## config.mk

```make
export PLATFORM = sky130hd
export DESIGN_NAME = light_pen_joystick_frame_parser
export DESIGN_NICKNAME = d
export VERILOG_FILES = /design/src/rtl/core/lpj_pkg.sv /design/src/rtl/core/light_pen_joystick_frame_parser.sv
export VERILOG_INCLUDE_DIRS = /design/src /design/src/rtl/core
export SDC_FILE = /design/constraint.sdc
export NUM_CORES = 1
export LEC_CHECK = 0
export ABC_AREA = 1
export CAP_MARGIN = 0
export CORE_UTILIZATION = 55
export CTS_CLUSTER_SIZE = 24
export DETAILED_ROUTE_END_ITERATION = 8
export DONT_BUFFER_PORTS = 1
export GPL_ROUTABILITY_DRIVEN = 1
export PLACE_DENSITY = 0.75
export SYNTH_ARGS = -nofsm -noshare
export SYNTH_HDL_FRONTEND = slang
export SYNTH_SLANG_ARGS = --single-unit
```

## constraint.sdc

```tcl
create_clock -name i_clk -period 15.74 [get_ports i_clk]
set_input_delay 0 -clock i_clk [delete_from_list [all_inputs] [get_ports i_clk]]
set_output_delay 0 -clock i_clk [all_outputs]
set_load 0.02 [all_outputs]
```

## src/rtl/core/assert_macros.svh

```systemverilog
// assertion macros for the light pen and joystick frame parser
// no dependencies; include by bare file name
`ifndef ASSERT_MACROS_SVH
`define ASSERT_MACROS_SVH

// implication checked at every rising edge, off while reset is low
`define LPJ_ASSERT(lbl, clk, rst_n, prop, msg) \
    lbl: assert property (@(posedge clk) disable iff (!(rst_n)) (prop)) else $error(msg);

// same check, also evaluated while reset is held
`define LPJ_ASSERT_ALWAYS(lbl, clk, prop, msg) \
    lbl: assert property (@(posedge clk) (prop)) else $error(msg);

`endif

```

## src/rtl/core/lpj_pkg.sv

```systemverilog
// types and constants of the light pen and joystick frame parser
// no dependencies
`timescale 1ns / 1ps

package lpj_pkg;

    typedef enum logic [1:0] {
        POS_X    = 2'd0,
        POS_Y    = 2'd1,
        POS_PAD1 = 2'd2,
        POS_PAD2 = 2'd3
    } t_frame_pos;

    localparam logic [7:0]  TOP_MARK    = 8'hE0;
    localparam logic [7:0]  X_OFFSET    = 8'd94;
    localparam logic [7:0]  Y_OFFSET    = 8'd150;
    localparam logic [7:0]  Y_LOW_LIMIT = 8'd32;
    localparam logic [7:0]  Y_FILL      = 8'd255;
    localparam logic [7:0]  CENTER      = 8'd128;
    localparam logic [7:0]  BYTE_MAX    = 8'd255;
    // floor(m / 25) == (m * 5243) >> 17 for every m below 43690
    localparam logic [12:0] RECIP_25    = 13'd5243;
    localparam int          RECIP_SHIFT = 17;

    localparam int IN_DATA_W  = 8;
    localparam int OUT_DATA_W = 32;

endpackage

```

## src/rtl/core/light_pen_joystick_frame_parser.sv

```systemverilog
// light pen and joystick frame parser, top level
// depends on lpj_pkg and assert_macros.svh
//
// usage:
//   slave stream (i_s_*) takes one received serial byte per request in tdata.
//   bytes form a four-byte frame: pen x, pen y, joystick one, joystick two.
//   master stream (o_m_*) returns one result per byte with the latest held
//   pen x/y, both pressed-flag sets and the position expected next.
//   a joystick position byte without its top three bits set resyncs the
//   frame and is taken as pen x.
// result path: an accepted byte is registered in the input register, then
//   processed into the hold registers that form the result register.
// throughput: one byte per cycle unless results stall; the single shared
//   reciprocal multiplier and clamp sit between input and hold registers.
// stall: while the result waits, one more byte is held in the input
//   register; tready drops only when both registers are full.
// reset: synchronous, active low; position returns to pen x, holds clear
//   to zero and both registers empty.
`timescale 1ns / 1ps
`include "assert_macros.svh"

module light_pen_joystick_frame_parser (
    input  logic        i_clk,
    input  logic        i_rst_n,
    input  logic        i_s_tvalid,
    output logic        o_s_tready,
    input  logic [7:0]  i_s_tdata,   // [7:0] rx_byte
    output logic        o_m_tvalid,
    input  logic        i_m_tready,
    output logic [31:0] o_m_tdata    // [7:0] pen_x, [15:8] pen_y, [20:16] pad1_pressed,
                                     // [25:21] pad2_pressed, [27:26] frame_position, rest 0
);

    logic                  r_in_valid;
    logic [7:0]            r_in_byte;
    logic                  r_out_valid;
    lpj_pkg::t_frame_pos   r_pos, n_pos, eff_pos;
    logic [7:0]            r_x, n_x;
    logic [7:0]            r_y, n_y;
    logic [4:0]            r_pad1, n_pad1;
    logic [4:0]            r_pad2, n_pad2;

    logic                  out_free;
    logic                  r_move;
    logic                  in_take;

    logic [7:0]            y_byte;
    logic                  x_neg, y_neg, op_neg;
    logic [7:0]            x_mag, y_mag, op_mag;
    logic [12:0]           mul_a;
    logic [25:0]           prod;
    logic [8:0]            quot;
    logic [9:0]            x_step;
    logic [10:0]           up_sum;

    assign out_free   = !r_out_valid || i_m_tready;
    assign r_move     = r_in_valid && out_free;
    assign o_s_tready = !r_in_valid || out_free;
    assign in_take    = i_s_tvalid && o_s_tready;

    // resync on a joystick slot byte without the top mark
    always_comb begin
        eff_pos = r_pos;
        if ((r_pos == lpj_pkg::POS_PAD1 || r_pos == lpj_pkg::POS_PAD2) &&
            ((r_in_byte & lpj_pkg::TOP_MARK) != lpj_pkg::TOP_MARK)) begin
            eff_pos = lpj_pkg::POS_X;
        end
    end

    // one shared scaler: |d| * 128 / 100 == (|d| * 32) / 25
    always_comb begin
        y_byte = (r_in_byte < lpj_pkg::Y_LOW_LIMIT) ? lpj_pkg::Y_FILL : r_in_byte;
        x_neg  = r_in_byte < lpj_pkg::X_OFFSET;
        x_mag  = x_neg ? (lpj_pkg::X_OFFSET - r_in_byte) : (r_in_byte - lpj_pkg::X_OFFSET);
        y_neg  = y_byte < lpj_pkg::Y_OFFSET;
        y_mag  = y_neg ? (lpj_pkg::Y_OFFSET - y_byte) : (y_byte - lpj_pkg::Y_OFFSET);
        op_neg = (eff_pos == lpj_pkg::POS_X) ? x_neg : y_neg;
        op_mag = (eff_pos == lpj_pkg::POS_X) ? x_mag : y_mag;
        mul_a  = {op_mag, 5'b0};
        prod   = 26'(mul_a) * 26'(lpj_pkg::RECIP_25);
        quot   = prod[25:lpj_pkg::RECIP_SHIFT];
    end

    always_comb begin
        n_pos  = r_pos;
        n_x    = r_x;
        n_y    = r_y;
        n_pad1 = r_pad1;
        n_pad2 = r_pad2;
        x_step = {quot, 1'b0};
        up_sum = 11'd0;
        if (r_move) begin
            unique case (eff_pos)
                lpj_pkg::POS_X: begin
                    up_sum = 11'(lpj_pkg::CENTER) + 11'(x_step);
                    if (op_neg) begin
                        n_x = (x_step >= 10'(lpj_pkg::CENTER)) ? 8'd0
                            : 8'(10'(lpj_pkg::CENTER) - x_step);
                    end else begin
                        n_x = (up_sum > 11'(lpj_pkg::BYTE_MAX)) ? lpj_pkg::BYTE_MAX
                            : up_sum[7:0];
                    end
                    n_pos = lpj_pkg::POS_Y;
                end
                lpj_pkg::POS_Y: begin
                    up_sum = 11'(lpj_pkg::CENTER) + 11'(quot);
                    if (op_neg) begin
                        n_y = (quot >= 9'(lpj_pkg::CENTER)) ? 8'd0
                            : 8'(9'(lpj_pkg::CENTER) - quot);
                    end else begin
                        n_y = (up_sum > 11'(lpj_pkg::BYTE_MAX)) ? lpj_pkg::BYTE_MAX
                            : up_sum[7:0];
                    end
                    n_pos = lpj_pkg::POS_PAD1;
                end
                lpj_pkg::POS_PAD1: begin
                    n_pad1 = ~r_in_byte[4:0];
                    n_pos  = lpj_pkg::POS_PAD2;
                end
                lpj_pkg::POS_PAD2: begin
                    n_pad2 = ~r_in_byte[4:0];
                    n_pos  = lpj_pkg::POS_X;
                end
                default: begin
                    n_pos = lpj_pkg::POS_X;
                end
            endcase
        end
    end

    always_ff @(posedge i_clk) begin
        if (!i_rst_n) begin
            r_in_valid  <= 1'b0;
            r_out_valid <= 1'b0;
            r_pos       <= lpj_pkg::POS_X;
            r_x         <= 8'd0;
            r_y         <= 8'd0;
            r_pad1      <= 5'd0;
            r_pad2      <= 5'd0;
        end else begin
            if (in_take) begin
                r_in_valid <= 1'b1;
            end else if (r_move) begin
                r_in_valid <= 1'b0;
            end
            if (r_move) begin
                r_out_valid <= 1'b1;
            end else if (i_m_tready) begin
                r_out_valid <= 1'b0;
            end
            r_pos  <= n_pos;
            r_x    <= n_x;
            r_y    <= n_y;
            r_pad1 <= n_pad1;
            r_pad2 <= n_pad2;
        end
    end

    always_ff @(posedge i_clk) begin
        if (in_take) begin
            r_in_byte <= i_s_tdata;
        end
    end

    // the hold registers are the result register
    assign o_m_tvalid = r_out_valid;
    assign o_m_tdata  = {4'd0, r_pos, r_pad2, r_pad1, r_y, r_x};

    `LPJ_ASSERT(a_resync_to_y, i_clk, i_rst_n,
        r_move && (r_pos == lpj_pkg::POS_PAD1 || r_pos == lpj_pkg::POS_PAD2) &&
        (r_in_byte[7:5] != 3'b111) |=> r_pos == lpj_pkg::POS_Y,
        "resync byte not taken as pen x")
    `LPJ_ASSERT(a_hold_stable, i_clk, i_rst_n,
        !r_move |=> $stable(r_pos) && $stable(r_x) && $stable(r_y) &&
        $stable(r_pad1) && $stable(r_pad2),
        "result state changed without a request")
    `LPJ_ASSERT(a_move_gives_result, i_clk, i_rst_n,
        r_move |=> r_out_valid,
        "processed byte gave no result")
    `LPJ_ASSERT(a_input_kept, i_clk, i_rst_n,
        r_in_valid && !r_move |=> r_in_valid && $stable(r_in_byte),
        "pending input byte lost")

endmodule
```

[Word level (Yosys, flattened, before mapping)]
Cells that the tools add are included.
Storage, ports and cells
  flip-flop bits (word level): 38
  input port bits: 12
Operators by class
  add/subtract/negate cells: 8
  multipliers: 1
  order comparisons: 7
  equality and inequality tests: 6
  muxes and demuxes: 17
  bitwise gates (word level): 1
  reductions and logical operators: 15
Operators by type and width (count)
  $mux W8: 10
  $sub A8 B8 Y8 const A: 3
  $mul A8 B13 Y21 const B: 1
  $add A8 B10 Y11 const A: 1
  $gt A11 B8 Y1 const B: 1
  $add A8 B9 Y10 const A: 1
  $ge A10 B8 Y1 const B: 1
  $gt A10 B8 Y1 const B: 1
  $ge A9 B8 Y1 const B: 1
  $eq A2 B2 Y1 const B: 4
  $lt A8 B6 Y1 const B: 1
  $lt A8 B7 Y1 const B: 1
  $lt A8 B8 Y1 const B: 1
  $pmux W2 S4: 1
  $reduce_and A2 Y1: 4
  $sub A7 B8 Y8 const A: 1
  $sub A8 B7 Y8 const B: 1
  $sub A8 B8 Y8 const B: 1
  $mux W1: 5
  $not A5 Y5: 1
  $reduce_bool A2 Y1: 2
  $logic_and A1 B1 Y1: 3
  $logic_or A1 B1 Y1: 3
  $ne A3 B3 Y1 const B: 1
  4 further kinds: 5

[Depth between registers and ports, before layout]
  depth after elaboration: 11
  gate-level depth with buffers: 42
  gate-level depth less buffers: 41

[Least setup slack after synthesis]
No wires, ideal clock.
  path kind: register to register
  start point: reg r_in_byte[5]
  end point: reg r_x[5]
  setup time: 114 ps
  arrival: 6193 ps
  required time: 15626 ps
  path slack: 9433 ps
  stages on the path, launching flop included: 39
  path buffers: 1
  clock period less this slack: 6307 ps
  cells stage by stage: edfxtp_1 > buf_2 > inv_2 > nand2_4 > inv_2 > nor2_1 > inv_1 > ha_1 > inv_1 > nor2_1 > nand2_1 > o21ai_0 > or2_2 > a31oi_1 > inv_1 > fa_1 > fa_1 > inv_1 > (+3 left out) > inv_1 > ha_1 > a21oi_1 > o21ai_0 > a21oi_1 > nand2_4 > nand2_4 > nand2_2 > nand2_4 > nand2_2 > ha_1 > xor2_1 > inv_1 > nand3_1 > nand2_1 > nand2_2 > o21bai_1 > inv_1
Between the ends
  cells in the longest elaborated chain, start to end: 10
  elaborated cells on any way between the ends: 25
RTL lines
  start: declaration: RTL line light_pen_joystick_frame_parser.sv:35  | logic [7:0] r_in_byte;
  start signal: assignment: RTL line light_pen_joystick_frame_parser.sv:161  | r_in_byte <= i_s_tdata;
  $lt A8 B6 Y1 or $ne A3 B3 Y1 (tied branches): RTL line light_pen_joystick_frame_parser.sv:72, light_pen_joystick_frame_parser.sv:65
  $mux W8 or $logic_and A1 B1 Y1 (tied branches): RTL line light_pen_joystick_frame_parser.sv:72, light_pen_joystick_frame_parser.sv:64
  $sub A8 B8 Y8, or another cell as far along: RTL line light_pen_joystick_frame_parser.sv:76  | y_mag = y_neg ? (lpj_pkg::Y_OFFSET - y_byte) : (y_byte - lpj_pkg::Y_OFFSET);
  $mux W8 or $logic_not A2 Y1 (tied branches)
  $mux W8: RTL line light_pen_joystick_frame_parser.sv:78  | op_mag = (eff_pos == lpj_pkg::POS_X) ? x_mag : y_mag;
  $mul A8 B13 Y21: RTL line light_pen_joystick_frame_parser.sv:80  | prod = 26'(mul_a) * 26'(lpj_pkg::RECIP_25);
  $add A8 B10 Y11: RTL line light_pen_joystick_frame_parser.sv:95  | up_sum = 11'(lpj_pkg::CENTER) + 11'(x_step);
  $gt A11 B8 Y1: RTL line light_pen_joystick_frame_parser.sv:100  | n_x = (up_sum > 11'(lpj_pkg::BYTE_MAX)) ? lpj_pkg::BYTE_MAX
  $mux W8: RTL line light_pen_joystick_frame_parser.sv:100
  $mux W8: RTL line light_pen_joystick_frame_parser.sv:96  | if (op_neg) begin
  end signal: assignment: RTL line light_pen_joystick_frame_parser.sv:152  | r_x <= n_x;
  end: declaration: RTL line light_pen_joystick_frame_parser.sv:38  | logic [7:0] r_x, n_x;
Several ways; a longest one is shown, not always the timed one.
A chain may end at the register's enable or synchronous reset.

[Worst setup path after layout]
Same ends and word-level chain as after synthesis.

==> results.sh <==
export IMPL_avgRoutedWirePerCell_um=14.3
export IMPL_synth_top_area_share_pct=17.7
export IMPL_setup_viol_count_final=0
export IMPL_async_flop_share_pct=0
export IMPL_die_area_mm2=0.00873
export IMPL_hpwl_um=8820
export IMPL_grt_start_max_net_pins=18
export IMPL_worst_max_slew_pin_slew_ps=780
export IMPL_timing_final_max_slew_violations=0
export IMPL_core_area_mm2=0.00789
export IMPL_place_port_buffers=0
export IMPL_timing_final_crit_share_pct=44.9
export IMPL_crit_reg2reg_launch="r_in_byte[5]$_DFFE_PP_"
export IMPL_timing_critical_path_slowest_cell_delay_ps=550
export IMPL_status="completed"
export IMPL_hold_buffers=11
export IMPL_cts_reportedPaths_clkPinSlew_ps=80
export IMPL_setup_tns_final_ps=0
export IMPL_timing_critical_path_arrival_ps=7250
export IMPL_synth_flop_cell="sky130_fd_sc_hd__dfxtp_1"
export IMPL_worstSkewPairLatency_ps=290
export IMPL_finClkSkew_ps=9.41
export IMPL_grt_overflow=0
export IMPL_antennaDiodeCount=0
export IMPL_synth_instances=633
export IMPL_area_fraction_in_compound_gates_after_synthesis_pct=13.8
export IMPL_ys_ff_latch=38
export IMPL_max_clock_path_buffers=2
export IMPL_vias=4113
export IMPL_drt_iter0_markers=144
export IMPL_grt_pass1_wl_um=18600
export IMPL_globalRouteTotalUtil_pct=26.4
export IMPL_post_cts_resized=0
export IMPL_synthesis_area_per_instance_um2=7.27
export IMPL_r2r_worst_path_cells=37
export IMPL_hp_start="i_rst_n"
export IMPL_ys_types=46
export IMPL_critPathSlowestCell="sky130_fd_sc_hd__edfxtp_1"
export IMPL_grt_use_met1_pct=36.7
export IMPL_detail_route_first_pass_iterations=4
export IMPL_vias_per_cell=5.51
export IMPL_antenna_found_initial=0
export IMPL_cts_sinks=38
export IMPL_synth_adder_area_share_pct=27.3
export IMPL_synth_simple_gate_area_share_pct=28.3
export IMPL_post_synth_mux_area_share_pct=0
export IMPL_netlist_area_mm2=0.00460
export IMPL_finalWeightedCongestion=0.911
export IMPL_cap_viol_max_count=0
export IMPL_min_path_type="primary input to register"
export IMPL_final_layout_size_suffix_gt1_share_pct=11.0
export IMPL_tritoncts_num_buffers=5
export IMPL_timing_critical_path_mode_cell="sky130_fd_sc_hd__inv_1"
export IMPL_fin_nets=742
export IMPL_io_pins=46
export IMPL_combinational_family_with_the_most_area_after_synthesis="simple AND/OR/NAND/NOR gates"
export IMPL_min_delay_path_depth=2
export IMPL_floorplan_rows=32
export IMPL_max_slew_headroom_pct=47.8
export IMPL_critPathRequiredTime_ps=15930
export IMPL_synth_xor_area_share_pct=2.09
export IMPL_busiest_layer="met2"
export IMPL_areaGrowthSynthToFinish_pct=5.90
export IMPL_grtUsageMet3_pct=4.47
export IMPL_tritoncts_clock_tree="yes"
export IMPL_fmax_ghz=0.142
export IMPL_crit_start="r_in_byte[5]$_DFFE_PP_"
export IMPL_worstReg2RegEnd="r_x[5]$_SDFFE_PN0P_"
export IMPL_clock_root_buffer="sky130_fd_sc_hd__clkbuf_8"
export IMPL_final_min_clock_period_ps=7060
export IMPL_antenna_violating_nets_post_route=0
export IMPL_post_synthesis_sequential_area_ratio_pct=18.3
export IMPL_ys_warnings_count=0
export IMPL_post_cts_buffers=0
export IMPL_grt_met2_usage_pct=43.2
export IMPL_worstHoldEndpoint="r_x[1]$_SDFFE_PN0P_"
export IMPL_routed_wl_um=10700
export IMPL_die_h_um=93.4
export IMPL_cell_accounting_for_the_most_synthesized_area="sky130_fd_sc_hd__ha_1"
export IMPL_final_hold_viols=0
export IMPL_synthTopCellsByArea="sky130_fd_sc_hd__ha_1, sky130_fd_sc_hd__dfxtp_1, sky130_fd_sc_hd__nand2_1, sky130_fd_sc_hd__fa_1, sky130_fd_sc_hd__inv_1"
export IMPL_die_w_um=93.4
export IMPL_critPathCaptureType="register"
export IMPL_crit_type="register to register"
export IMPL_grt_pass1_vias=4056
export IMPL_regToRegSetupSlack_ps=8680
export IMPL_htreeDepth=2
export IMPL_grt_setup_unrepaired="no"
export IMPL_remaining_drc_errors=0
export IMPL_startpoint_type="register"
export IMPL_synth_edf_count=8
export IMPL_worstPathMaxFanout=9
export IMPL_start_util_pct=58.3
-- cell families (layout without fill, tap and decap cells) --
logic type,after synthesis,in the layout
XOR/XNOR,11,11
flip-flops,38,38
AND/OR/NAND/NOR,267,267
buffers and inverters,117,125
AO/OA/AOI/OAI,112,112
adder cells (fa/ha/maj),87,87
other,1,4
-- worst max-delay path by stage --
stage	endpoint	depth (start not counted)
global route	r_y[6]$_SDFFE_PN0P_	35
CTS	r_x[5]$_SDFFE_PN0P_	37
finish	r_x[5]$_SDFFE_PN0P_	37
detailed placement	r_x[5]$_SDFFE_PN0P_	37
floorplan	r_x[5]$_SDFFE_PN0P_	38
global placement	r_x[5]$_SDFFE_PN0P_	35
-- per-stage QoR --
stage	cell area, µm²	hold WS (ps)	worst slack [ps]	cells	utilization [%]
after floorplan	4610	98.9	9430	636	-
after global placement	4680	99.0	8910	727	59.3
after detailed placement	4680	99.0	8740	727	59.3
after CTS	4870	40.0	8720	746	61.8
after global routing	4870	94.8	8060	746	61.8
final	4870	59.6	8680	746	61.8
-- final cells by class --
class / count / area (µm²)
tap: 102 / 128
timing repair buffer: 12 / 118
inverter: 105 / 397
sequential: 38 / 841
clock inverter: 2 / 10.0
fill: 716 / 3020
multi-input combinational: 481 / 3310
clock buffer: 6 / 72.6
-- synth_stat cells (2+ instances only) --
library cell,number
sky130_fd_sc_hd__nand3_2,4
sky130_fd_sc_hd__fa_1,22
sky130_fd_sc_hd__o2111ai_1,2
sky130_fd_sc_hd__nand2_1,125
sky130_fd_sc_hd__buf_2,3
sky130_fd_sc_hd__dfxtp_1,30
sky130_fd_sc_hd__o21ai_1,2
sky130_fd_sc_hd__buf_4,5
sky130_fd_sc_hd__a21oi_2,3
sky130_fd_sc_hd__a21oi_1,46
sky130_fd_sc_hd__nor3_1,4
sky130_fd_sc_hd__o21ai_0,36
sky130_fd_sc_hd__xor2_1,8
sky130_fd_sc_hd__nand4_1,6
sky130_fd_sc_hd__nor2_4,4
sky130_fd_sc_hd__edfxtp_1,8
sky130_fd_sc_hd__xnor2_1,3
sky130_fd_sc_hd__clkinv_1,2
sky130_fd_sc_hd__nand4_2,2
sky130_fd_sc_hd__nand2_4,6
sky130_fd_sc_hd__nand2_2,17
sky130_fd_sc_hd__o21bai_1,2
sky130_fd_sc_hd__nand3_4,2
sky130_fd_sc_hd__clkbuf_1,3
sky130_fd_sc_hd__a31oi_1,5
sky130_fd_sc_hd__inv_1,92
sky130_fd_sc_hd__o21a_1,8
sky130_fd_sc_hd__o22ai_1,2
sky130_fd_sc_hd__nor2_1,41
sky130_fd_sc_hd__nor2_2,7
sky130_fd_sc_hd__nor4_1,2
sky130_fd_sc_hd__nand3_1,41
sky130_fd_sc_hd__ha_1,65
sky130_fd_sc_hd__or2_2,4
sky130_fd_sc_hd__inv_2,10
-- cells in the final DEF, fill, tap and decap left out, drive strengths merged, types with 3 or more instances in the layout --
| cell | netlist | final |
|---|---|---|
| ha | 65 | 65 |
| inv | 103 | 103 |
| nor2 | 52 | 52 |
| a21oi | 49 | 49 |
| clkbuf | 3 | 6 |
| xnor2 | 3 | 3 |
| or2 | 4 | 4 |
| dfxtp | 30 | 30 |
| nand2 | 148 | 148 |
| conb | 1 | 4 |
| o21a | 8 | 8 |
| clkinv | 2 | 4 |
| dlygate4sd3 | 0 | 11 |
| edfxtp | 8 | 8 |
| a31oi | 5 | 5 |
| nor3 | 5 | 5 |
| nand3 | 47 | 47 |
| nand4 | 8 | 8 |
| o21ai | 39 | 39 |
| xor2 | 8 | 8 |
| fa | 22 | 22 |
-- critical path, delay by kind of cell, from the launching register on --
family                   cells  cell delay (ps)
AO/OA/AOI/OAI                6             1220
XOR/XNOR                     1              160
adder cells (fa/ha/maj)      7             2850
buffers and inverters       10              830
flip-flops                   1              550
AND/OR/NAND/NOR             13             1370
-- metal layers --
metal / vias to the layer above / part of all wire [%]
li1: 2087 / -
met1: 1896 / 47
met2: 109 / 46
met3: 21 / 4.6
met4: 0 / 1.7
met5: - / 0
-- flip-flops by register name, summed over array words and instances, names as in the netlist --
name,cells
r_pad2,5
r_in_byte,8
o_m_tvalid,1
r_x,8
r_pad1,5
r_y,8
r_pos,2
r_in_valid,1
Power is not shown: default switching activity piles up to over one toggle a cycle in this logic, so the estimate is an artifact.
